### src/rtl/casi_pkg.sv
// Shared types and constants for the circular arc step interpolator.
`timescale 1ns / 1ps
package casi_pkg;

  localparam logic OP_START = 1'b0;
  localparam logic OP_TICK  = 1'b1;

  localparam logic ERR_NONE     = 1'b0;
  localparam logic ERR_RADIUS   = 1'b1;

  localparam int unsigned CFG_BITS   = 16;
  localparam logic [CFG_BITS-1:0] MAX_RADIUS_ERROR_RESET = 16'd10;

  // Radius arithmetic wraps modulo 2^64.
  localparam int unsigned ACC_BITS = 64;
  localparam int unsigned ROOT_BITS = 32;

  // Start-time checks travelling to the square root unit.
  typedef struct packed {
    logic                start;
    logic [ACC_BITS-1:0] radicand;
  } sqrt_req_t;

  typedef struct packed {
    logic                 done;
    logic [ROOT_BITS-1:0] root;
  } sqrt_rsp_t;

  typedef struct packed {
    logic dir_x;
    logic dir_y;
    logic dir_z;
    logic xy_en;
    logic z_en;
    logic slow;
  } pin_state_t;

endpackage

### src/rtl/casi_isqrt.sv
// Digit-serial floor square root, one result bit per cycle.
`timescale 1ns / 1ps
module casi_isqrt (
  input  logic                clk,
  input  logic                rst_n,
  input  casi_pkg::sqrt_req_t req,
  output casi_pkg::sqrt_rsp_t rsp
);
  import casi_pkg::*;

  localparam int unsigned CW = $clog2(ROOT_BITS + 1);

  logic [ACC_BITS-1:0]  n_r, n_nxt;
  logic [ACC_BITS-1:0]  r_r, r_nxt;
  logic [ACC_BITS-1:0]  b_r, b_nxt;
  logic [CW-1:0]        cnt_r, cnt_nxt;
  logic                 run_r, run_nxt;
  logic [ACC_BITS-1:0]  trial;

  assign trial = r_r + b_r;

  always_comb begin
    n_nxt    = n_r;
    r_nxt    = r_r;
    b_nxt    = b_r;
    cnt_nxt  = cnt_r;
    run_nxt  = run_r;
    if (req.start) begin
      n_nxt   = req.radicand;
      r_nxt   = '0;
      b_nxt   = ACC_BITS'(1) << (ACC_BITS - 2);
      cnt_nxt = CW'(ROOT_BITS);
      run_nxt = 1'b1;
    end else if (run_r) begin
      if (cnt_r != '0) begin
        // one restoring step
        if (n_r >= trial) begin
          n_nxt = n_r - trial;
          r_nxt = (r_r >> 1) + b_r;
        end else begin
          r_nxt = r_r >> 1;
        end
        b_nxt   = b_r >> 2;
        cnt_nxt = cnt_r - 1'b1;
      end else begin
        run_nxt = 1'b0;
      end
    end
  end

  // Root is complete once every bit has been resolved
  assign rsp.done = run_r && (cnt_r == '0);

  always_ff @(posedge clk) begin
    if (!rst_n) begin
      run_r <= 1'b0;
      cnt_r <= '0;
    end else begin
      run_r <= run_nxt;
      cnt_r <= cnt_nxt;
    end
    n_r <= n_nxt;
    r_r <= r_nxt;
    b_r <= b_nxt;
  end

  assign rsp.root = r_r[ROOT_BITS-1:0];

endmodule

### config.mk
export PLATFORM = sky130hd
export DESIGN_NAME = casi_isqrt
export DESIGN_NICKNAME = d
export VERILOG_FILES = /design/src/rtl/casi_pkg.sv /design/src/rtl/casi_isqrt.sv
export SDC_FILE = /design/constraint.sdc
export NUM_CORES = 1
export LEC_CHECK = 0
export BUFFER_PORTS_ARGS = -buffer_cell sky130_fd_sc_hd__buf_2
export CORE_MARGIN = 2
export CORE_UTILIZATION = 35
export DETAILED_ROUTE_END_ITERATION = 10
export HOLD_SLACK_MARGIN = 0.03
export PLACE_DENSITY = 0.63
export SLEW_MARGIN = 20
export SYNTH_ARGS = -nofsm -noshare
export SYNTH_HDL_FRONTEND = slang
export SYNTH_SLANG_ARGS = --single-unit
### constraint.sdc
create_clock -name clk -period 9.42 [get_ports clk]
set_input_delay 0.942 -clock clk [delete_from_list [all_inputs] [get_ports clk]]
set_output_delay 0.942 -clock clk [all_outputs]
set_load 0.005 [all_outputs]
Word-level counts from Yosys, hierarchy flattened
Index checks and enable logic that the tools add are counted.
{"block": "op_classes", "addsub": 4, "n_lt_le_gt_ge": 1, "n_mux": 11, "bitwise": 1, "reduce_logical": 10}
{"op": "two-way mux 64 bit", "n": 5}
{"op": "adder 63 x 63 -> 64 bit", "n": 1}
{"op": "adder 64 x 63 -> 64 bit", "n": 1}
{"op": ">= comparator 64 bit", "n": 1}
{"op": "subtractor 64 bit", "n": 1}
{"op": "two-way mux 6 bit", "n": 3}
{"op": "zero test 6 bit", "n": 1}
{"op": "nonzero test 2 bit", "n": 3}
{"op": "nonzero test 6 bit", "n": 1}
{"op": "subtractor 6 x 1 -> 6 bit (second input constant)", "n": 1}
{"op": "AND reduction 2 bit", "n": 2}
{"op": "two-way mux 1 bit", "n": 3}
{"op": "AND reduction 3 bit", "n": 1}
{"op": "OR reduction 2 bit", "n": 1}
{"op": "logical AND 1 bit", "n": 1}
{"op": "inverter 1 bit", "n": 1}
{"block": "totals", "regBits": 167, "input_bits": 67, "out_inout_bits": 33, "elab_cells": 33}

Logic depth before layout (Yosys ltp)
Gate-level depths: netlist (run 1).
{"block": "depth", "depth_word": 6, "depth_mapped": 26, "mapped_depth_nobuf": 23}

Worst setup path before layout (run 1)
No wires, ideal clock.
{"block": "synth_timing", "path_kind": "reg-to-reg", "startpoint": "register r_r[2]", "endpoint": "register n_r[0] (enable)", "setup_ns": 0.424, "arrival_ns": 6.101, "required_ns": 8.996, "slack_ns": 2.896, "path_stages_with_launch": 22, "path_buffers": 1, "period_less_slack_ns": 6.524, "path_cell_list": "dfxtp_1 ha_1 a31oi_1 a211oi_2 a31oi_1 o31a_1 nor3_1 o21ai_1 o41ai_1 a41oi_1 o21bai_1 xnor2_1 ha_1 and2_1 nand2_1 nor4_1 nand2_1 a2111o_1 nand2_1 clkbuf_1 nand2_1 nand2_1"}
{"block": "synth_between", "elab_chain_len": 4}
{"item": "from (decl)", "line": "casi_isqrt.sv:14", "source": "logic [ACC_BITS-1:0] r_r, r_nxt;"}
{"item": "from (signal assigned)", "line": "casi_isqrt.sv:63", "source": "r_r <= r_nxt;"}
{"item": "adder 64 x 63 -> 64 bit", "line": "casi_isqrt.sv:20", "source": "assign trial = r_r + b_r;"}
{"item": ">= comparator 64 bit", "line": "casi_isqrt.sv:37", "source": "if (n_r >= trial) begin"}
{"item": "nonzero test 2 bit (no line)"}
{"item": "AND reduction 3 bit (no line)"}
{"item": "to (signal assigned)", "line": "casi_isqrt.sv:62", "source": "n_r <= n_nxt;"}
{"item": "to (decl)", "line": "casi_isqrt.sv:13", "source": "logic [ACC_BITS-1:0] n_r, n_nxt;"}
No other way between the ends.
A chain may end at the register's enable or synchronous reset.

Worst setup path after layout (run 1)
{"block": "layout_timing", "startpoint": "register r_r[2]", "endpoint": "register n_r[20] (enable)"}
The elaborated chain is that of the path after synthesis.

==> metrics.md, run 1 <==
| Metric | Value |
|---|---|
| Status | completed |
| Clock Power Share | 21.1% |
| Crit path capture | n_r[20] |
| Post-synth top cells | nand2_1 (311), a21oi_1 (162), o21ai_0 (132), ha_1 (131), nor2_1 (123) |
| Fill cells | 4707 |
| Max-slew violation count | 0 |
| Post-synth top area share | 13.18% |
| Area of the multi-input gates | 10890 µm² |
| Seq pwr share | 30.4% |
| Final hold vios | 0 |
| CP max FO | 36 |
| RSZ-0062 raised after global routing | no |
| Final #Nets | 2225 |
| First-pass GRT wire length | 76.40 mm |
| IO Port Bufs | 99 |
| Register Area | 3984 µm² |
| Comb power frac | 48.5% |
| Layout Skew | 0.01294 ns |
| Max Cap Viol | 0 |
| Area leader, netlist | dfxtp_1 |
| Worst setup EP type | flip-flop |
| Synth area leaders | dfxtp_1 (13%), edfxtp_1 (12%), ha_1 (10%) |
| Initial Util | 35.45% |
| Final critical-path required period | 7.035 ns |
| Count of final setup violators | 0 |
| DR vias | 15.05k |
| GRT overflow | 0 |
| FF-to-FF setup slack | 2.39 ns |
| Startpoint types | flip-flop |
| F_max | 142.1 MHz |
| DR WL/cell | 18.29 µm |
| Syn Area/Cell | 7.664 µm² |
| Clock buffer depth | 2 |
| Area Growth Syn to Fin | 7.767% |
| Synthesized area | 15640 µm² |
| VDD IR-drop max | 126.5 µV |
| Syn nets | 2240 |
| GP Congestion | 0.9179 |
| Worst-Margin Slew | 0.7969 ns |
| Worst Hold Margin | 0.4890 ns |
| Req. time, crit path | 9.52 ns |
| Antenna cells | 0 |
| Initial detailed-routing violation count | 1187 |
| TritonCTS clock tree | done |
| Clk_lat worst skew | 0.46 ns |
| Die Wd | 215.4 µm |
| Detailed Routing Iterations Pass 1 | 6 |
| Vias in the first global route | 14.40k |
| Synth warn | 0 |
| Clock sinks | 167 |
| Crit path kind | flip-flop to flip-flop |
| Slew headroom | 46.63% |
| Reg2reg start | r_r[2] |
| P_int | 1858 µW |
| HPWL after DPL | 36.49 mm |
| Worst Reg-to-Reg Cells | 21 |
| Post-synth cell types | 86 |
| Top-count cell post-synth | nand2_1 |
| Die span in y | 215.4 µm |
| Clock-pin slew on the worst setup and hold paths | 0.07 ns |
| IO Count | 100 |
| Pwr/cell area | 193.9 nW/µm² |
| All-layer global routing usage | 20.38% |
| Sequential element share of the synthesized area | 25.47% |
| Net Sw Frac | 43.16% |
| Number of synthesized flops with an enable pin | 64 |
| Row cnt | 77 |
| Die area | 46400 µm² |
| HP Class | flip-flop to flip-flop |
| Residual DRC count | 0 |
| FFs w/ async S/R, synth | 0% |
| Setup TNS | 0 ns |
| Via density | 5.722 |
| Hold Buf Count CTS | 0 |
| Clock root buffer | clkbuf_16 |
| Pleak | 0.006267 µW |
| Tcrit/Tclk final | 74.68% |
| Crit. Startpoint | r_r[2] |
| Share of cells above drive strength 1 | 9.024% |
| Routed Wire Length | 48.13 mm |
| Number of gates resized after CTS | 0 |
| Post-synth top flop | dfxtp_1 |
| Initial antenna violation count | 1 |
| NetSw | 1411 µW |
| CTS H-tree lvls | 4 |
| Postcts setup bufs | 0 |
| Core Region | 44120 µm² |
| Largest net degree at the start of global routing | 84 |
| Antenna-violating nets left | 0 |
| #FFs+latches synth | 167 |
| Reg-to-reg endpoint | n_r[20] |
| Total CTS buffers | 17 |
| Arrival time worst endpoint | 7.13 ns |
| Mapped Cells | 2041 |
==> flip-flops by register name (all words and copies together), names as in the netlist <==
register  count
b_r          32
r_r          64
run_r         1
n_r          64
cnt_r         6
==> power groups by stage <==
stage | sequential (µW) | combinational (µW) | clock, µW
2_1_floorplan | 950 | 1230 | 0
3_3_place_gp | 1010 | 1540 | 0
3_5_place_dp | 1010 | 1560 | 0
4_1_cts | 994 | 1570 | 704
5_1_grt | 1000 | 1760 | 732
6_report | 995 | 1580 | 689
==> worst min path at each step <==
stage                          to    start  depth (start not counted)
after global placement     b_r[0]   b_r[0]                          2
final                      b_r[0]   b_r[0]                          2
after detailed placement   b_r[0]   b_r[0]                          2
after floorplan           b_r[62]  b_r[62]                          2
after global routing       b_r[0]   b_r[0]                          2
after CTS                  b_r[0]   b_r[0]                          2
==> cells by family after synthesis <==
group | count (synthesis) | share of synthesized area (%)
adder cells (fa/ha/maj) | 132 | 10.61
AND/OR/NAND/NOR | 713 | 21.43
multiplexers | 13 | 0.8798
flip-flops | 167 | 25.47
XOR/XNOR | 158 | 8.847
buffers and inverters | 176 | 5.015
AO/OA/AOI/OAI | 682 | 27.76
==> layout make-up <==
| class | count | share of cell area [%] |
|---|---|---|
| clock buffers | 20 | 2.717 |
| clock inverters | 12 | 0.5270 |
| inverters | 34 | 0.7571 |
| multi-input cells | 1698 | 64.60 |
| flip-flops and latches | 167 | 23.63 |
| well taps | 592 | 4.394 |
| repair buffers | 108 | 3.377 |
==> metal layers <==
layer | GRT usage, % | routed length [µm] | vias to the layer above | share of wire [%]
li1 | - | - | 7459 | -
met1 | 25.61 | 21050 | 7147 | 44
met2 | 35.81 | 23510 | 400 | 49
met3 | 3.918 | 2815 | 46 | 5.8
met4 | 5.034 | 751 | 2 | 1.6
met5 | 0 | 9 | - | 0.019
==> stage by stage <==
stage                     cell area [µm²]  std cells  setup WS (ns)  utilization, %  total power [µW]
final                               16860       2631          2.385           38.20              3269
after CTS                           16860       2631          2.400           38.20              3263
after global routing                16860       2631          1.734           38.20              3493
after detailed placement            16310       2599          2.410           36.96              2563
after global placement              16310       2599          2.567           36.96              2551
after floorplan                     15640       2041          2.896               -              2176
==> cells in the final DEF, fill, tap and decap left out, types with 5 or more instances in the layout <==
| master | n |
|---|---|
| o21bai_1 | 24 |
| clkbuf_16 | 18 |
| edfxtp_1 | 64 |
| nor3_1 | 29 |
| xor2_1 | 79 |
| nand2_1 | 310 |
| or3_1 | 18 |
| dfxtp_1 | 103 |
| a21boi_0 | 7 |
| o31a_1 | 5 |
| o31ai_1 | 14 |
| and4_1 | 12 |
| o21ai_1 | 56 |
| buf_4 | 9 |
| xnor2_1 | 79 |
| inv_1 | 34 |
| nand3_1 | 50 |
| a21o_1 | 52 |
| o21a_1 | 13 |
| a211oi_1 | 39 |
| a31o_2 | 18 |
| nor2_1 | 123 |
| nand2b_1 | 16 |
| mux2_2 | 5 |
| and2_1 | 22 |
| a31oi_1 | 68 |
| o21ai_0 | 132 |
| buf_2 | 98 |
| nor2b_1 | 34 |
| o211ai_1 | 8 |
| and3_1 | 23 |
| a2111oi_0 | 5 |
| a211o_1 | 5 |
| a311oi_1 | 16 |
| nand4_1 | 36 |
| nor4_1 | 13 |
| mux2i_1 | 7 |
| ha_1 | 131 |
| a21oi_1 | 162 |
==> critical path: stages (launching register included) <==
cell	delay, ns
dfxtp_1	0.36
ha_1	0.35
a31oi_1	0.17
a211oi_2	0.50
a31oi_1	0.23
o31a_1	0.38
nor3_1	0.27
o21ai_1	0.18
o41ai_1	0.56
a41oi_1	0.28
o21bai_1	0.21
xnor2_1	0.09
ha_1	0.40
and2_1	0.19
nand2_1	0.08
nor4_1	0.45
nand2_1	0.10
a2111o_1	0.41
nand2_1	0.10
nand2_1	0.10
nand2_2	0.61
buf_4	0.55
Note: power is estimated with default switching activity, not from simulation.
==> run 2: changes to the inputs <==
- PLACE_DENSITY: 0.63 -> 0.65
- clock period: 9.42 -> 6.4 ns (I/O delays scaled with it)
==> run 2 against run 1 <==
Compared with the run above: critical path depth shrank 1; combinational power up 51%; sequential share of layout area down 0.41 points; fmax grew 16%; sequential power grew 45%; wire length shrank 0.81%; power increased by 51%; clock power increased by 61%; register-to-register slack worse by 2.1 ns; clock skew fell by 0.00083 ns; critical endpoint is now r_r[61]; largest power group unchanged.
==> metrics.md, run 2 (same netlist as run 1, synthesis figures left out) <==
| Metric | Value |
|---|---|
| Status | completed |
| F_max | 164.3 MHz |
| NetSw | 2095 µW |
| Initial detailed-routing violation count | 1040 |
| Met2 Use GR | 34.33% |
| TritonCTS clock tree | done |
| Initial Util | 35.45% |
| Core Region | 44120 µm² |
| Die Wd | 215.4 µm |
| DR vias | 15.16k |
| Via density | 5.723 |
| Routed Wire Length | 47.74 mm |
| Comb power frac | 48.3% |
| All-layer global routing usage | 20.28% |
| Count of final setup violators | 0 |
| GP Congestion | 0.9064 |
| Final critical-path required period | 6.085 ns |
| Total CTS buffers | 17 |
| Clock-pin slew on the worst setup and hold paths | 0.08 ns |
| Vias in the first global route | 14.19k |
| Clock buffer depth | 2 |
| Largest regs | n_r (64), r_r (64), b_r (32) |
| Worst Reg-to-Reg Cells | 20 |
| Final Non-Filler Cells | 2649 |
| Die span in y | 215.4 µm |
| Detailed Routing Iterations Pass 1 | 6 |
| IO Port Bufs | 99 |
| Met3 Use GR | 3.918% |
| VDD IR-drop max | 164.2 µV |
| Clock Power Share | 22.5% |
| DP Cell Count | 2616 |
| Hold Path End | run_r |
| Slew headroom | 43.29% |
| Hold Buf Count CTS | 0 |
| Req. time, crit path | 6.78 ns |
| Reg-to-reg endpoint | r_r[61] |
| Arrival time worst endpoint | 6.47 ns |
| Clock sinks | 167 |
| Final hold vios | 0 |
| Area Growth Syn to Fin | 9.679% |
| Residual DRC count | 0 |
| Antenna-violating nets left | 0 |
| Worst setup EP type | flip-flop |
| DR WL/cell | 18.02 µm |
| Commonest non-fill, non-tap cell in the layout | nand2_1 |
| Startpoint types | flip-flop |
| Die area | 46400 µm² |
| Most frequent cells in the layout | nand2_1 (310), a21oi_1 (162), o21ai_0 (132) |
| FF-to-FF setup slack | 0.32 ns |
| Layout Skew | 0.01211 ns |
| Largest net degree at the start of global routing | 106 |
| Row cnt | 77 |
| Crit path kind | flip-flop to flip-flop |
| Gr busiest metal | met2 |
| IO Count | 100 |
| Net Sw Frac | 42.42% |
| Setup TNS | 0 ns |
| Share of cells above drive strength 1 | 10.35% |
| Final #Nets | 2243 |
| P_int | 2843 µW |
| GRT overflow | 0 |
| RSZ-0062 raised after global routing | no |
| Seq pwr share | 29.2% |
| Max-slew violation count | 0 |
| Reg2reg start | r_r[4] |
| Antenna cells | 0 |
| First-pass GRT wire length | 75.93 mm |
| CP max FO | 9 |
| Tcrit/Tclk final | 95.07% |
| WHS Path Cells | 2 |
| CTS H-tree lvls | 4 |
| Clk_lat worst skew | 0.47 ns |
| HP Class | primary input to flip-flop |
| Max Cap Viol | 0 |
| Clock root buffer | clkbuf_16 |
| Pleak | 0.006410 µW |
| Initial antenna violation count | 0 |
| HPWL after DPL | 36.26 mm |
| Pwr/cell area | 287.8 nW/µm² |
| Fill cells | 4643 |
| Min-delay src | rst_n |
| Worst-Margin Slew | 0.8488 ns |
| Met1 Use GR | 26.31% |
==> run 2: what timing repair did <==
action,4_1_cts,5_1_grt
resized for setup,0,9
setup endpoints to repair,0,110
setup buffers,0,1
==> run 2: worst max-delay path: stages, from the launching register on <==
cell and delay [ns]:
dfxtp_1 0.46, ha_1 0.32, a211oi_2 0.32, a211oi_4 0.09
a21oi_1 0.30, o31ai_1 0.13, buf_4 0.17, a31oi_1 0.32
o21ai_1 0.19, a221oi_1 0.46, a21oi_1 0.23, xnor2_1 0.20
ha_1 0.47, nand4_1 0.23, nor4_2 0.41, nand2_1 0.09
a2111o_1 0.41, and2_2 0.27, or4_4 0.55, xor2_1 0.16
a211oi_2 0.20
==> run 2: worst max path at each step <==
stage / startpoint / end / slack (ns) / depth (start not counted)
global route: r_r[2] / n_r[63] / 0.02 / 21
floorplan: r_r[2] / n_r[0] / 0.47 / 21
CTS: r_r[2] / n_r[63] / 0.03 / 21
detailed placement: r_r[2] / n_r[59] / 0.05 / 21
global placement: r_r[2] / n_r[59] / 0.05 / 21
finish: r_r[4] / r_r[61] / 0.32 / 20
==> run 2: layout make-up <==
class / count / area (µm²) / area share (%)
clock buffer: 20 / 478.0 / 2.786
clock inverter: 12 / 128.9 / 0.7512
inverter: 34 / 127.6 / 0.7439
multi-input combinational: 1698 / 10940 / 63.78
sequential: 167 / 3984 / 23.22
tap: 592 / 740.7 / 4.317
timing repair buffer: 126 / 754.5 / 4.398
==> run 2: per-stage QoR <==
stage	instance area (µm²)	setup slack [ns]	util, %	hold WS, ns	total power [µW]
6_report	17160	0.3153	38.88	0.4249	4938
5_1_grt	17160	0.01645	38.88	0.4296	5281
3_5_place_dp	16490	0.05073	37.36	0.4724	3805
2_1_floorplan	15650	0.4689	-	0.4555	3202
3_3_place_gp	16490	0.05281	37.36	0.4715	3780
4_1_cts	17090	0.03292	38.74	0.4175	4931
==> run 2: routing by layer <==
metal | wire [µm] | part of all wire (%) | up-vias
met5 | 0 | 0 | -
met3 | 2773 | 5.8 | 55
met4 | 864 | 1.8 | 0
met1 | 21290 | 45 | 7208
li1 | - | - | 7504
met2 | 22810 | 48 | 393
==> run 2: power by group through the flow <==
| stage | Sequential (µW) | Combinational (µW) | Clock, µW |
|---|---|---|---|
| after floorplan | 1400 | 1800 | 0 |
| after global placement | 1460 | 2320 | 0 |
| after detailed placement | 1460 | 2340 | 0 |
| after CTS | 1440 | 2360 | 1130 |
| after global routing | 1460 | 2650 | 1170 |
| final | 1440 | 2390 | 1110 |
