$ cat src/rtl/casi_pkg.sv
// Shared types and constants for the circular arc step interpolator.
`timescale 1ns / 1ps
package casi_pkg;

  localparam logic OP_START = 1'b0;
  localparam logic OP_TICK  = 1'b1;

  localparam logic ERR_NONE     = 1'b0;
  localparam logic ERR_RADIUS   = 1'b1;

  localparam int unsigned CFG_BITS   = 16;
  localparam logic [CFG_BITS-1:0] MAX_RADIUS_ERROR_RESET = 16'd10;

  // Radius arithmetic wraps modulo 2^64.
  localparam int unsigned ACC_BITS = 64;
  localparam int unsigned ROOT_BITS = 32;

  // Start-time checks travelling to the square root unit.
  typedef struct packed {
    logic                start;
    logic [ACC_BITS-1:0] radicand;
  } sqrt_req_t;

  typedef struct packed {
    logic                 done;
    logic [ROOT_BITS-1:0] root;
  } sqrt_rsp_t;

  typedef struct packed {
    logic dir_x;
    logic dir_y;
    logic dir_z;
    logic xy_en;
    logic z_en;
    logic slow;
  } pin_state_t;

endpackage

$ cat src/rtl/casi_sqmac.sv
// Bit-serial squaring accumulator: adds d*d to a 64-bit sum, one multiplier bit a cycle.
`timescale 1ns / 1ps
module casi_sqmac #(
  parameter int unsigned W = 24
) (
  input  logic                          clk,
  input  logic                          rst_n,
  input  logic                          start,
  input  logic                          clear_acc,
  input  logic signed [W:0]             operand,
  output logic                          done,
  output logic [casi_pkg::ACC_BITS-1:0] acc
);
  import casi_pkg::*;

  localparam int unsigned MW = W + 1;
  localparam int unsigned CW = $clog2(MW + 1);

  logic [ACC_BITS-1:0] acc_r, acc_nxt;
  logic [ACC_BITS-1:0] mcand_r, mcand_nxt;
  logic [MW-1:0]       mplier_r, mplier_nxt;
  logic [CW-1:0]       cnt_r, cnt_nxt;
  logic                run_r, run_nxt;
  logic [MW-1:0]       mag;

  // Magnitude of the operand
  assign mag = operand[W] ? MW'(-operand) : MW'(operand);

  always_comb begin
    acc_nxt    = acc_r;
    mcand_nxt  = mcand_r;
    mplier_nxt = mplier_r;
    cnt_nxt    = cnt_r;
    run_nxt    = run_r;
    if (start) begin
      if (clear_acc) acc_nxt = '0;
      mcand_nxt  = ACC_BITS'(mag);
      mplier_nxt = mag;
      cnt_nxt    = CW'(MW);
      run_nxt    = 1'b1;
    end else if (run_r) begin
      if (cnt_r != '0) begin
        // shift-and-add one bit
        if (mplier_r[0]) acc_nxt = acc_r + mcand_r;
        mcand_nxt  = mcand_r << 1;
        mplier_nxt = mplier_r >> 1;
        cnt_nxt    = cnt_r - 1'b1;
      end else begin
        run_nxt = 1'b0;
      end
    end
  end

  // Sum is complete once every multiplier bit has been added
  assign done = run_r && (cnt_r == '0);

  always_ff @(posedge clk) begin
    if (!rst_n) begin
      run_r <= 1'b0;
      cnt_r <= '0;
    end else begin
      run_r <= run_nxt;
      cnt_r <= cnt_nxt;
    end
    acc_r    <= acc_nxt;
    mcand_r  <= mcand_nxt;
    mplier_r <= mplier_nxt;
  end

  assign acc = acc_r;

endmodule

$ cat config.mk
export PLATFORM = sky130hd
export DESIGN_NAME = casi_sqmac
export DESIGN_NICKNAME = d
export VERILOG_FILES = /design/src/rtl/casi_pkg.sv /design/src/rtl/casi_sqmac.sv
export SDC_FILE = /design/constraint.sdc
export NUM_CORES = 1
export LEC_CHECK = 0
export ABC_AREA = 1
export BUFFER_PORTS_ARGS = -buffer_cell sky130_fd_sc_hd__buf_2
export CORE_ASPECT_RATIO = 0.7
export CORE_UTILIZATION = 41
export DETAILED_ROUTE_END_ITERATION = 7
export PLACE_DENSITY = 0.7
export SYNTH_ARGS = -nofsm -noshare
export SYNTH_HDL_FRONTEND = slang
export SYNTH_SLANG_ARGS = --single-unit
$ cat constraint.sdc
create_clock -name clk -period 8.13 [get_ports clk]
set_clock_uncertainty 0.2 [all_clocks]
set_input_delay 0.813 -clock clk [delete_from_list [all_inputs] [get_ports clk]]
set_output_delay 0.813 -clock clk [all_outputs]
set_load 0.01 [all_outputs]
Word-level counts from Yosys, hierarchy flattened --
Index checks and enable logic that the tools add are counted.
Storage, ports and cells: bits in registers 159, output and inout bits 65, word-level logic and storage cells 40
Operators by class: $add $sub $neg 3, eq/ne operators 1, multiplexer cells 18, bitwise logic cells 1, reduce and logical (&&, ||, !) cells 10
Operators with widths (number):
- $mux W64 | 5
- $mux W25 | 7
- $add A64 B64 Y64 | 1
- $neg A25 Y25 | 1
- $mux W5 | 3
- $reduce_bool A2 Y1 | 3
- $logic_not A5 Y1 | 1
- $reduce_bool A5 Y1 | 1
- $sub A5 B1 Y5 const B | 1
- $reduce_and A2 Y1 | 2
- $reduce_and A4 Y1 | 1
- $mux W1 | 3
- $ne A2 B1 Y1 const B | 1
- $reduce_or A2 Y1 | 1
- $logic_and A1 B1 Y1 | 1
- $not A1 Y1 | 1

Longest topological paths before layout --
Gate-level depths: netlist of the first run.
depth after elaboration 5, gate-level depth with buffers 15, mapped depth without buffers 15

Worst setup path after synthesis of the first run --
OpenSTA, ideal clock, no wires.
kind input -> register, start input start, end register acc_r[0] (netlist: acc[0]) (enable), setup time 0.423 ns, arrival 2.824 ns, slack 4.682 ns, cell stages on the path 6, path buffers 3, cell sequence clkbuf_1 inv_1 buf_4 buf_6 nand3_1 nand2_1
Between the ends: cells in the longest elaborated chain, start to end 2, elaborated cells on any way between the ends 5, classes of those cells eq/ne (1); reduce/logical (4)
RTL lines:
- start, declared | line casi_sqmac.sv:8 | input logic start,
- $ne A2 B1 Y1 (no line) / $reduce_bool A2 Y1 (equally long branches)
- $reduce_and A4 Y1 (no line) (*)
- end signal, assigned | line casi_sqmac.sv:65 | acc_r <= acc_nxt;
- end, declared | line casi_sqmac.sv:19 | logic [ACC_BITS-1:0] acc_r, acc_nxt;
Mark *: on every way between the ends. The rest lies on a longest branch, timed or not. A chain may end at the register's enable or synchronous reset.

Worst setup path after layout of the first run --
start input start, end register mcand_r[24], data pin
Between the ends: cells in the longest elaborated chain, start to end 1
RTL lines:
- $mux W25 | line casi_sqmac.sv:35 | if (start) begin
- net mcand_nxt[24] | line casi_sqmac.sv:20 | logic [ACC_BITS-1:0] mcand_r, mcand_nxt;
- end signal, assigned | line casi_sqmac.sv:66 | mcand_r <= mcand_nxt;
- end, declared | line casi_sqmac.sv:20
The timed path passes the listed nets, and every way through them passes these cells.

==> flow_summary.ini, run 1 <==
[critical_path]
critical_path_required_ns = 8.15
cp-end-kind = flip-flop
timing.critical_path.max_delay_family = buffers and inverters
crit_path_cell_trace = buf_2, inv_4, buf_4, nor4_1, nand3_1, nor2_1, and2_1, a21o_1
worst-setup-path-type = in2reg
peak_fanout_along_the_critical_path = 95
r2r.worst_path.cells = 14
arrival_ns = 3.15
start_kind = input pin
crit_path_top_delay_cell = sky130_fd_sc_hd__buf_4
critical_path.reg2reg.startpoint = mcand_r[0]
timing.critical_path.slowest_cell_delay_ns = 0.83
timing.reg2reg.setup_slack_ns = 5.15
worstReg2RegEnd = acc[62]
crit_buf_inv = 3

[global_routing]
grt_pass1_vias = 11153
grt.total_usage_pct = 26.1
grt_pass1_wl_um = 61800
grt_max_degree = 96
initial_antenna_violation_count = 0
grt_overflow_total = 0

[routing]
via_per_inst = 5.09
finalWirelength_um = 39800
routed_wire_length_per_instance_um = 16.3
vias_post_dr = 12473
first_pass_iters = 5
remaining_drc_errors = 0
1st_iter_drt_viols = 1338
ant_nets = 0

[cts]
tritoncts.num_buffers = 17
post_cts.repair.setup_buffers = 0
cts_hold_buffers = 0
clk_latency_ns = 0.47
post_cts.resized_instances = 0
cts_max_level = 4
cts_tree = built
clock_sink_count = 159
clock-root-buffer = sky130_fd_sc_hd__clkbuf_16
clock_path_buffers = 2
clk_pin_slew_worst_paths_ns = 0.07

[timing]
timing.slew.headroom_pct = 30.2
finalCritPeriodShare_pct = 38.5
unrepaired_setup_endpoints_after_global_routing = false
setup_viol = 0
max_freq_ghz = 0.319
final-hold-violation-count = 0
minimum_clock_period_ns = 3.13
worstMarginPinSlew_ns = 1.05
totalNegativeSetupSlack_ns = 0
final_max_slew_viol_count = 0

[synth]
synth-simple-area-share_pct = 37.7
yosys.area_share.xor_xnor_pct = 0.420
synth_async_sr_flop_share_pct = 0
netlist_area_um2 = 12500
yosys-mux-area-fraction_pct = 0
synthAdderAreaFrac_pct = 6.76
seq_cells_post_synth = 159
synth_sequential_area_ratio_pct = 34.6
largest_family_of_logic_cells_by_synthesized_area = simple AND/OR/NAND/NOR gates
synth.lib_cells_used.distinct = 44
cells_after_synth = 1941
post_synth_top_flop = sky130_fd_sc_hd__edfxtp_1
synth_nets = 2037
synthesis.yosys.warnings = 0
syn-mean-instance-area_um2 = 6.44
edff_count_synth = 114
synth_compound_area_share_pct = 8.76

[place]
detailed_place.area_um2 = 13400
post-dp-hpwl_um = 31500
portBuffers = 93
place.gp.congestion = 1.02

[final_layout]
layout_area_overhead_pct = 11.7
diodes = 0
layout.cells.most_common = sky130_fd_sc_hd__nand2_1
final_net_count = 2121
drive_gt1_share_pct = 10.9
final_area_um2 = 14000
filler_cell_count = 3096
commonest_cells_after_routing_fill_and_taps_aside = sky130_fd_sc_hd__nand2_1 (686), sky130_fd_sc_hd__inv_1 (348), sky130_fd_sc_hd__nor2_1 (221)

[flow_run]
timing.max_cap.violations = 0

[min_path]
worst_hold_startpoint = cnt_r[1]
min_delay_worst_endpoint = cnt_r[1]
timing.hold.worst_path_depth = 2
min_path_type = reg2reg

[die]
core_area_um2 = 30000
placement_rows = 53
die_area_um2 = 31200
start_util_pct = 41.6
die_h_um = 148
chipWidth_um = 211
ios = 94

[pwr]
power.share.clock_pct = 31.0
power.internal_mw = 1.71
sum_of_internal_switching_and_leakage_power_mw = 2.78
power_density_nw_per_um2 = 199
swShare_pct = 38.6
power.net_switching_mw = 1.07
power.sequential.fraction_pct = 37.5
max-vdd-ir-drop_mv = 0.111
comb_power_share_pct = 31.5
power.static_leakage_nw = 7.59

[run_status]
outcome = finished clean
==> worst max-delay path by stage <==
stage / from / endpoint / slack (ns) / depth (start not counted)
CTS: start / mcand_r[24] / 5.04 / 8
detailed placement: start / mcand_r[24] / 4.54 / 8
floorplan: start / acc[0] / 4.68 / 6
global placement: start / mcand_r[24] / 4.56 / 8
global route: start / mcand_r[24] / 4.82 / 8
finish: start / mcand_r[24] / 5.00 / 8
==> logic make-up after synthesis <==
group	after synthesis
and+or+nand+nor	1117
buffers and inverters	385
AOI/OAI and AO/OA	207
DFF	159
adders and majority gates	67
xor gates and xnor gates	6
==> synth_stat cells (2+ instances only) <==
master	n	area, um^2
sky130_fd_sc_hd__buf_1	2	7.51
sky130_fd_sc_hd__nor2_4	3	33.8
sky130_fd_sc_hd__clkbuf_1	20	75.1
sky130_fd_sc_hd__nor2_2	29	181
sky130_fd_sc_hd__a21o_1	2	15.0
sky130_fd_sc_hd__inv_2	4	15.0
sky130_fd_sc_hd__ha_1	66	826
sky130_fd_sc_hd__o21bai_1	7	52.6
sky130_fd_sc_hd__or2_1	3	18.8
sky130_fd_sc_hd__o31ai_1	3	22.5
sky130_fd_sc_hd__nor3b_1	3	22.5
sky130_fd_sc_hd__nand2_2	35	219
sky130_fd_sc_hd__a21oi_2	3	26.3
sky130_fd_sc_hd__xor2_1	4	35.0
sky130_fd_sc_hd__xnor2_1	2	17.5
sky130_fd_sc_hd__o21a_1	4	30.0
sky130_fd_sc_hd__nand3_2	15	150
sky130_fd_sc_hd__inv_1	350	1310
sky130_fd_sc_hd__nor4_1	6	37.5
sky130_fd_sc_hd__nand2_1	687	2580
sky130_fd_sc_hd__o21ai_0	83	415
sky130_fd_sc_hd__buf_4	2	15.0
sky130_fd_sc_hd__and2_1	8	50.1
sky130_fd_sc_hd__nand3_1	65	325
sky130_fd_sc_hd__nand4_1	18	113
sky130_fd_sc_hd__nor3_1	14	70.1
sky130_fd_sc_hd__dfxtp_1	45	901
sky130_fd_sc_hd__and3_1	5	31.3
sky130_fd_sc_hd__buf_2	5	25.0
sky130_fd_sc_hd__a21oi_1	101	505
sky130_fd_sc_hd__edfxtp_1	114	3420
sky130_fd_sc_hd__nor2_1	221	830
==> layout make-up <==
cell class / count / area, um^2 / share of cell area (%)
timing repair buffer: 96 / 488 / 3.49
tap: 412 / 515 / 3.69
sequential: 159 / 4320 / 31.0
clock buffer: 18 / 429 / 3.07
inverter: 354 / 1330 / 9.53
multi-input combinational: 1397 / 6710 / 48.0
clock inverter: 14 / 170 / 1.22
==> worst register-to-register path: stages (launching register included) <==
cell and delay, ns:
sky130_fd_sc_hd__edfxtp_1 0.48, sky130_fd_sc_hd__ha_1 0.28, sky130_fd_sc_hd__fa_1 0.47, sky130_fd_sc_hd__nand3_1 0.14, sky130_fd_sc_hd__nand3_2 0.13, sky130_fd_sc_hd__nand2_1 0.09, sky130_fd_sc_hd__nand2_1 0.11, sky130_fd_sc_hd__nand2_1 0.08
sky130_fd_sc_hd__nand2_1 0.18, sky130_fd_sc_hd__nand2_1 0.13, sky130_fd_sc_hd__nand2_2 0.10, sky130_fd_sc_hd__nand2_2 0.15, sky130_fd_sc_hd__nand3_2 0.07, sky130_fd_sc_hd__nand2_1 0.07, sky130_fd_sc_hd__nor2_1 0.05
==> metal layers <==
layer | wire length, um | part of all wire [%] | vias to the layer above | global-route usage, %
li1 | - | - | 6225 | -
met1 | 19900 | 50 | 5659 | 42.2
met2 | 15100 | 38 | 551 | 35.0
met3 | 4410 | 11 | 38 | 4.96
met4 | 429 | 1.1 | 0 | 5.51
met5 | 0 | 0 | - | 0
==> power groups by stage <==
| stage | sequential, mW | combinational, mW | clock (mW) |
|---|---|---|---|
| floorplan | 1.05 | 0.596 | 0 |
| global placement | 1.06 | 0.842 | 0 |
| detailed placement | 1.06 | 0.860 | 0 |
| CTS | 1.04 | 0.864 | 0.872 |
| global route | 1.05 | 0.985 | 0.895 |
| finish | 1.04 | 0.878 | 0.863 |
==> registers in the layout (all words and copies together) (netlist names) <==
register	count
mplier_r	25
acc	64
run_r	1
mcand_r	64
cnt_r	5
==> per-stage QoR <==
step	util, %	hold WS [ns]	cells	setup WS [ns]
after floorplan	-	0.271	1941	4.68
after global placement	44.5	0.282	2418	4.56
after detailed placement	44.5	0.289	2418	4.54
after CTS	46.5	0.299	2450	5.04
after global routing	46.5	0.329	2450	4.82
final	46.5	0.299	2450	5.00
Power figures use the tool's default switching activity.
==> run 2, diff against run 1 <==
--- a/config.mk
+++ b/config.mk
@@ -5,12 +5,12 @@
 export SDC_FILE = /design/constraint.sdc
 export NUM_CORES = 1
 export LEC_CHECK = 0
-export ABC_AREA = 1
+export ABC_AREA = 0
 export BUFFER_PORTS_ARGS = -buffer_cell sky130_fd_sc_hd__buf_2
 export CORE_ASPECT_RATIO = 0.7
 export CORE_UTILIZATION = 41
 export DETAILED_ROUTE_END_ITERATION = 7
-export PLACE_DENSITY = 0.7
+export PLACE_DENSITY = 0.71
 export SYNTH_ARGS = -nofsm -noshare
 export SYNTH_HDL_FRONTEND = slang
 export SYNTH_SLANG_ARGS = --single-unit
==> constraint.sdc (replaced) <==
create_clock -name clk -period 3.1 [get_ports clk]
set_clock_uncertainty 0.2 [all_clocks]
set_input_delay 0.31 -clock clk [delete_from_list [all_inputs] [get_ports clk]]
set_output_delay 0.31 -clock clk [all_outputs]
set_load 0.01 [all_outputs]
==> flow_summary.ini, run 2 <==
[critical_path]
critical_path_required_ns = 3.07
startpoint = mcand_r[0]
worstReg2RegEnd = acc[54]
r2r.worst_path.cells = 14
critical_path.reg2reg.startpoint = mcand_r[0]
timing.reg2reg.setup_slack_ns = -0.26
arrival_ns = 3.33
worst_setup_path_endpoint = acc[54]
cp-end-kind = flip-flop
peak_fanout_along_the_critical_path = 3
start_kind = flip-flop
worst-setup-path-type = reg2reg

[timing]
unrepaired_setup_endpoints_after_global_routing = true
final_max_slew_viol_count = 0
minimum_clock_period_ns = 3.36
max_freq_ghz = 0.298
timing.slew.headroom_pct = 51.4
post-route-worst-setup-slack_ns = -0.256
setup_viol = 16
finalCritPeriodShare_pct = 108
worstMarginPinSlew_ns = 0.724
totalNegativeSetupSlack_ns = -2.29
final-hold-violation-count = 0

[synth]
synth_sequential_area_ratio_pct = 42.4
edff_count_synth = 114
cells_after_synth = 1154
synth_async_sr_flop_share_pct = 0
post_synth_top_flop = sky130_fd_sc_hd__edfxtp_1
synthesis.yosys.warnings = 0
seq_cells_post_synth = 159
synth-simple-area-share_pct = 17.7
synth_most_common_cell = sky130_fd_sc_hd__nand2_1
syn-mean-instance-area_um2 = 8.83
synth.area.top_cells = sky130_fd_sc_hd__edfxtp_1 (34%), sky130_fd_sc_hd__dfxtp_1 (8.8%), sky130_fd_sc_hd__ha_1 (8.1%)
synthAdderAreaFrac_pct = 8.30
synth.largest_area_cell = sky130_fd_sc_hd__edfxtp_1
synth_largest_type_area_fraction_pct = 33.6
synth_nets = 1250
largest_family_of_logic_cells_by_synthesized_area = compound AO/OA/AOI/OAI gates
synthTopCellsByCount = sky130_fd_sc_hd__nand2_1 (175), sky130_fd_sc_hd__a21oi_1 (128), sky130_fd_sc_hd__edfxtp_1 (114)
synth_compound_area_share_pct = 21.2
synth.lib_cells_used.distinct = 64
netlist_area_um2 = 10200
yosys.area_share.xor_xnor_pct = 5.93
yosys-mux-area-fraction_pct = 0.761

[die]
placement_rows = 47
start_util_pct = 42.5
ios = 94
chipWidth_um = 190
die_h_um = 134
core_area_um2 = 24000
die_area_um2 = 25500

[global_routing]
grt.total_usage_pct = 23.7
grt_max_degree = 65
initial_antenna_violation_count = 0
grt_pass1_vias = 9292
grt_overflow_total = 0
grt_pass1_wl_um = 48100

[routing]
routed_wire_length_per_instance_um = 17.5
via_per_inst = 5.55
dr_wl_met2_um = 13400
first_pass_iters = 5
1st_iter_drt_viols = 1008
met1_length_um = 14500
finalWirelength_um = 30800
remaining_drc_errors = 0
met3_wirelength_from_detailed_routing_um = 2300
ant_nets = 0
highest_layer = met4
vias_post_dr = 9761

[place]
place_ws_ns = -0.317
place.gp.congestion = 0.919
portBuffers = 93
post-dp-hpwl_um = 21300

[run_status]
outcome = finished, violations left
failed_checks = negative setup slack

[pwr]
power.share.clock_pct = 29.7
power_density_nw_per_um2 = 497
power.net_switching_mw = 2.27
max-vdd-ir-drop_mv = 0.410
comb_power_share_pct = 32.0
sum_of_internal_switching_and_leakage_power_mw = 6.88
power.static_leakage_nw = 5.73
power.internal_mw = 4.61
swShare_pct = 33.0
power.sequential.fraction_pct = 38.3

[cts]
tritoncts.num_buffers = 17
cts_tree = built
clk_pin_slew_worst_paths_ns = 0.06
cts_max_level = 4
clock_sink_count = 159
clock-root-buffer = sky130_fd_sc_hd__clkbuf_16
clock_path_buffers = 2
clk_latency_ns = 0.45

[final_layout]
commonest_cells_after_routing_fill_and_taps_aside = sky130_fd_sc_hd__buf_4 (205), sky130_fd_sc_hd__nand2_1 (173), sky130_fd_sc_hd__edfxtp_1 (114)
multi_input_comb_area_um2 = 6210
filler_cell_count = 2033
layout.cells.most_common = sky130_fd_sc_hd__buf_4
drive_gt1_share_pct = 32.4
seq_area_um2 = 4320
layout_area_overhead_pct = 35.8
diodes = 0
final_net_count = 1523

[min_path]
min_path_type = in2reg

[flow_run]
timing.max_cap.violations = 0
==> run 2: changes by cell type in the layout (fill, tap and decap cells not counted), moves of 24 or more <==
cell | previous run | this run
sky130_fd_sc_hd__a21o_1 | 2 | 26
sky130_fd_sc_hd__nor2_1 | 221 | 105
sky130_fd_sc_hd__xor2_1 | 4 | 37
sky130_fd_sc_hd__inv_1 | 348 | 37
sky130_fd_sc_hd__buf_4 | 3 | 205
sky130_fd_sc_hd__nand2_1 | 686 | 173
sky130_fd_sc_hd__nand3_1 | 65 | 13
sky130_fd_sc_hd__nor2_2 | 29 | 3
sky130_fd_sc_hd__xnor2_1 | 2 | 27
sky130_fd_sc_hd__o21a_1 | 4 | 35
sky130_fd_sc_hd__nand2_2 | 36 | 1
==> run 2: worst max-delay path, stage by stage (launching register included) <==
cell,delay [ns]
sky130_fd_sc_hd__edfxtp_1,0.41
sky130_fd_sc_hd__ha_2,0.22
sky130_fd_sc_hd__fa_2,0.37
sky130_fd_sc_hd__a211oi_4,0.24
sky130_fd_sc_hd__buf_4,0.15
sky130_fd_sc_hd__buf_6,0.09
sky130_fd_sc_hd__o21bai_4,0.06
sky130_fd_sc_hd__nand4_1,0.23
sky130_fd_sc_hd__nand3_2,0.14
sky130_fd_sc_hd__a21oi_4,0.22
sky130_fd_sc_hd__o22ai_4,0.12
sky130_fd_sc_hd__a21oi_2,0.16
sky130_fd_sc_hd__buf_6,0.14
sky130_fd_sc_hd__mux2i_1,0.19
sky130_fd_sc_hd__o311ai_1,0.13
==> run 2: repair_timing <==
item	in CTS	in global routing
cloned	0	0
setup buffers	19	21
hold buffers	1	0
setup endpoints to repair	30	40
endpoints found under the hold margin	6	0
pin swaps	40	50
gates resized for setup	53	88
==> run 2: logic make-up (layout without fill, tap and decap cells) <==
| logic type | after synthesis | count (layout) |
|---|---|---|
| muxes | 7 | 7 |
| DFF | 159 | 159 |
| xor gates and xnor gates | 69 | 69 |
| buffers and inverters | 97 | 383 |
| adders and majority gates | 67 | 67 |
| AOI/OAI and AO/OA | 352 | 352 |
| and+or+nand+nor | 403 | 403 |
==> run 2: worst min-delay path by stage <==
stage	cells after the start	end	slack, ns	start
global route	2	mcand_r[0]	0.05	operand[0]
CTS	2	mcand_r[0]	0.04	operand[0]
detailed placement	2	mcand_r[63]	0.26	mcand_r[63]
finish	2	mcand_r[0]	0.05	operand[0]
floorplan	1	cnt_r[0]	0.23	rst_n
global placement	2	mcand_r[63]	0.26	mcand_r[63]
==> run 2: power groups by stage <==
stage	clock network [mW]	registers (mW)	logic [mW]
final	2.04	2.63	2.20
after global routing	2.13	2.65	2.38
after CTS	2.07	2.62	1.96
after detailed placement	0	2.67	1.83
after global placement	0	2.66	1.79
after floorplan	0	2.67	0.993
==> run 2: area by class of cell <==
type / instances / area share (%)
Timing Repair Buffer: 314 / 16.0
Sequential cell: 159 / 31.2
Clock buffer: 19 / 3.20
Clock inverter: 13 / 0.759
Inverter: 37 / 1.00
Tap cell: 318 / 2.87
Multi-Input combinational cell: 898 / 44.9
==> run 2: per-layer routing <==
layer | up-vias | track usage, %
met2 | 365 | 35.8
met1 | 4641 | 34.7
met3 | 51 | 4.63
met4 | 0 | 5.64
li1 | 4704 | -
met5 | - | 0
==> run 2: per-stage QoR <==
stage / instances / cell area (um^2) / hold slack (ns) / util, %
6_report: 1758 / 13800 / 0.0464 / 57.7
5_1_grt: 1758 / 13800 / 0.0531 / 57.7
4_1_cts: 1738 / 13300 / 0.0375 / 55.3
3_5_place_dp: 1687 / 12300 / 0.264 / 51.3
3_3_place_gp: 1687 / 12300 / 0.259 / 51.3
2_1_floorplan: 1154 / 10300 / 0.227 / -
==> run 3, diff against run 2 <==
--- a/config.mk
+++ b/config.mk
@@ -10,7 +10,7 @@
 export CORE_ASPECT_RATIO = 0.7
 export CORE_UTILIZATION = 41
 export DETAILED_ROUTE_END_ITERATION = 7
-export PLACE_DENSITY = 0.71
+export PLACE_DENSITY = 0.67
 export SYNTH_ARGS = -nofsm -noshare
 export SYNTH_HDL_FRONTEND = slang
 export SYNTH_SLANG_ARGS = --single-unit
==> flow_summary.ini, run 3 (same netlist as run 2, synthesis figures left out) <==
[run_status]
outcome = finished, violations left
failed_checks = negative setup slack

[timing]
setup_viol = 15
final-hold-violation-count = 0
final_max_slew_viol_count = 0
finalCritPeriodShare_pct = 106
unrepaired_setup_endpoints_after_global_routing = true
post-route-worst-setup-slack_ns = -0.197
timing.slew.headroom_pct = 52.5
worstMarginPinSlew_ns = 0.707
max_freq_ghz = 0.303
minimum_clock_period_ns = 3.30

[critical_path]
arrival_ns = 3.30
critical_path_required_ns = 3.10
timing.reg2reg.setup_slack_ns = -0.20
critical_path.reg2reg.startpoint = mcand_r[0]
worstReg2RegEnd = acc[60]
r2r.worst_path.cells = 11
peak_fanout_along_the_critical_path = 3
start_kind = flip-flop
worst-setup-path-type = reg2reg
cp-end-kind = flip-flop

[routing]
remaining_drc_errors = 0
via_per_inst = 5.54
routed_wire_length_per_instance_um = 17.0
first_pass_iters = 5
1st_iter_drt_viols = 936
finalWirelength_um = 29800
ant_nets = 0
vias_post_dr = 9682

[min_path]
min_path_type = in2reg
timing.hold.worst_path_depth = 2
worst_hold_startpoint = start
min_delay_worst_endpoint = mcand_r[50]

[die]
chipWidth_um = 190
core_area_um2 = 24000
start_util_pct = 42.5
placement_rows = 47
die_h_um = 134
ios = 94
die_area_um2 = 25500

[cts]
clk_latency_ns = 0.45
cts_max_level = 4
clock_path_buffers = 2
tritoncts.num_buffers = 17
clk_pin_slew_worst_paths_ns = 0.07
clock_sink_count = 159
clock-root-buffer = sky130_fd_sc_hd__clkbuf_16
cts_tree = built

[global_routing]
grt_max_degree = 69
grt.total_usage_pct = 23.5
grt_pass1_wl_um = 47000
grt_overflow_total = 0
initial_antenna_violation_count = 0
grt_pass1_vias = 9043

[final_layout]
layout.cells.most_common = sky130_fd_sc_hd__buf_4
drive_gt1_share_pct = 31.6
post-route-util_pct = 57.4
final_net_count = 1512
finish.cell_count_without_fillers = 1747
final_area_um2 = 13800
commonest_cells_after_routing_fill_and_taps_aside = sky130_fd_sc_hd__buf_4 (201), sky130_fd_sc_hd__nand2_1 (172), sky130_fd_sc_hd__edfxtp_1 (114)
layout_area_overhead_pct = 35.1
diodes = 0

[place]
place_ws_ns = -0.335
post-dp-hpwl_um = 20900
place.gp.congestion = 0.896
dp_cells = 1689
portBuffers = 93
detailed_place.area_um2 = 12300

[pwr]
power.static_leakage_nw = 5.68
power_density_nw_per_um2 = 502
sum_of_internal_switching_and_leakage_power_mw = 6.92
max-vdd-ir-drop_mv = 0.424

[flow_run]
timing.max_cap.violations = 0
run 3: worst max path at each step:
stage	start	endpoint	slack, ns	depth (start not counted)
floorplan	acc[0]	acc[56]	-0.05	11
global placement	acc[7]	acc[51]	-0.29	11
detailed placement	acc[7]	acc[51]	-0.33	11
CTS	acc[0]	acc[50]	-0.17	13
global route	mcand_r[0]	acc[60]	-0.33	11
finish	mcand_r[0]	acc[60]	-0.20	11
run 3: timing repair:
action / 4_1_cts / 5_1_grt
setup buffers: 9 / 17
hold endpoints to repair: 6 / 0
pin swaps: 29 / 49
hold buffers: 1 / 0
resized for setup: 62 / 67
endpoints found under the setup margin: 29 / 39
run 3: worst max-delay path: stages (launching register included):
cell and delay (ns):
sky130_fd_sc_hd__edfxtp_1 0.42, sky130_fd_sc_hd__ha_2 0.22, sky130_fd_sc_hd__fa_2 0.37, sky130_fd_sc_hd__a211oi_4 0.25
sky130_fd_sc_hd__o21ai_2 0.12, sky130_fd_sc_hd__nand3_2 0.09, sky130_fd_sc_hd__a2111oi_2 0.07, sky130_fd_sc_hd__o211ai_1 0.29
sky130_fd_sc_hd__a21boi_2 0.12, sky130_fd_sc_hd__or3_4 0.44, sky130_fd_sc_hd__o21ai_2 0.15, sky130_fd_sc_hd__mux2_4 0.30
run 3: layout make-up:
type                    count  area [um^2]
well taps                 318          398
inverters                  37          139
clock buffers              20          479
fillers                  2086        10200
repair buffers            303         2100
clock inverters            12          120
multi-input cells         898         6210
flip-flops and latches    159         4320
run 3: metrics by stage:
step           setup TNS [ns]  hold WS, ns
2_1_floorplan         -0.0718        0.227
3_3_place_gp            -2.42        0.259
3_5_place_dp            -3.36        0.267
4_1_cts                 -1.27       0.0881
5_1_grt                 -4.12        0.128
6_report                -1.54       0.0913
run 3: power by group:
group,switching (mW),internal (mW)
registers,0.117,2.51
clock network,0.957,1.21
logic,1.13,0.988
total,2.20,4.71
run 3: per-layer routing:
layer	vias to the layer above	wire length [um]	track usage, %
met3	48	2190	4.06
li1	4672	-	-
met5	-	0	0
met2	367	12400	33.6
met1	4595	14600	35.8
met4	0	535	6.80
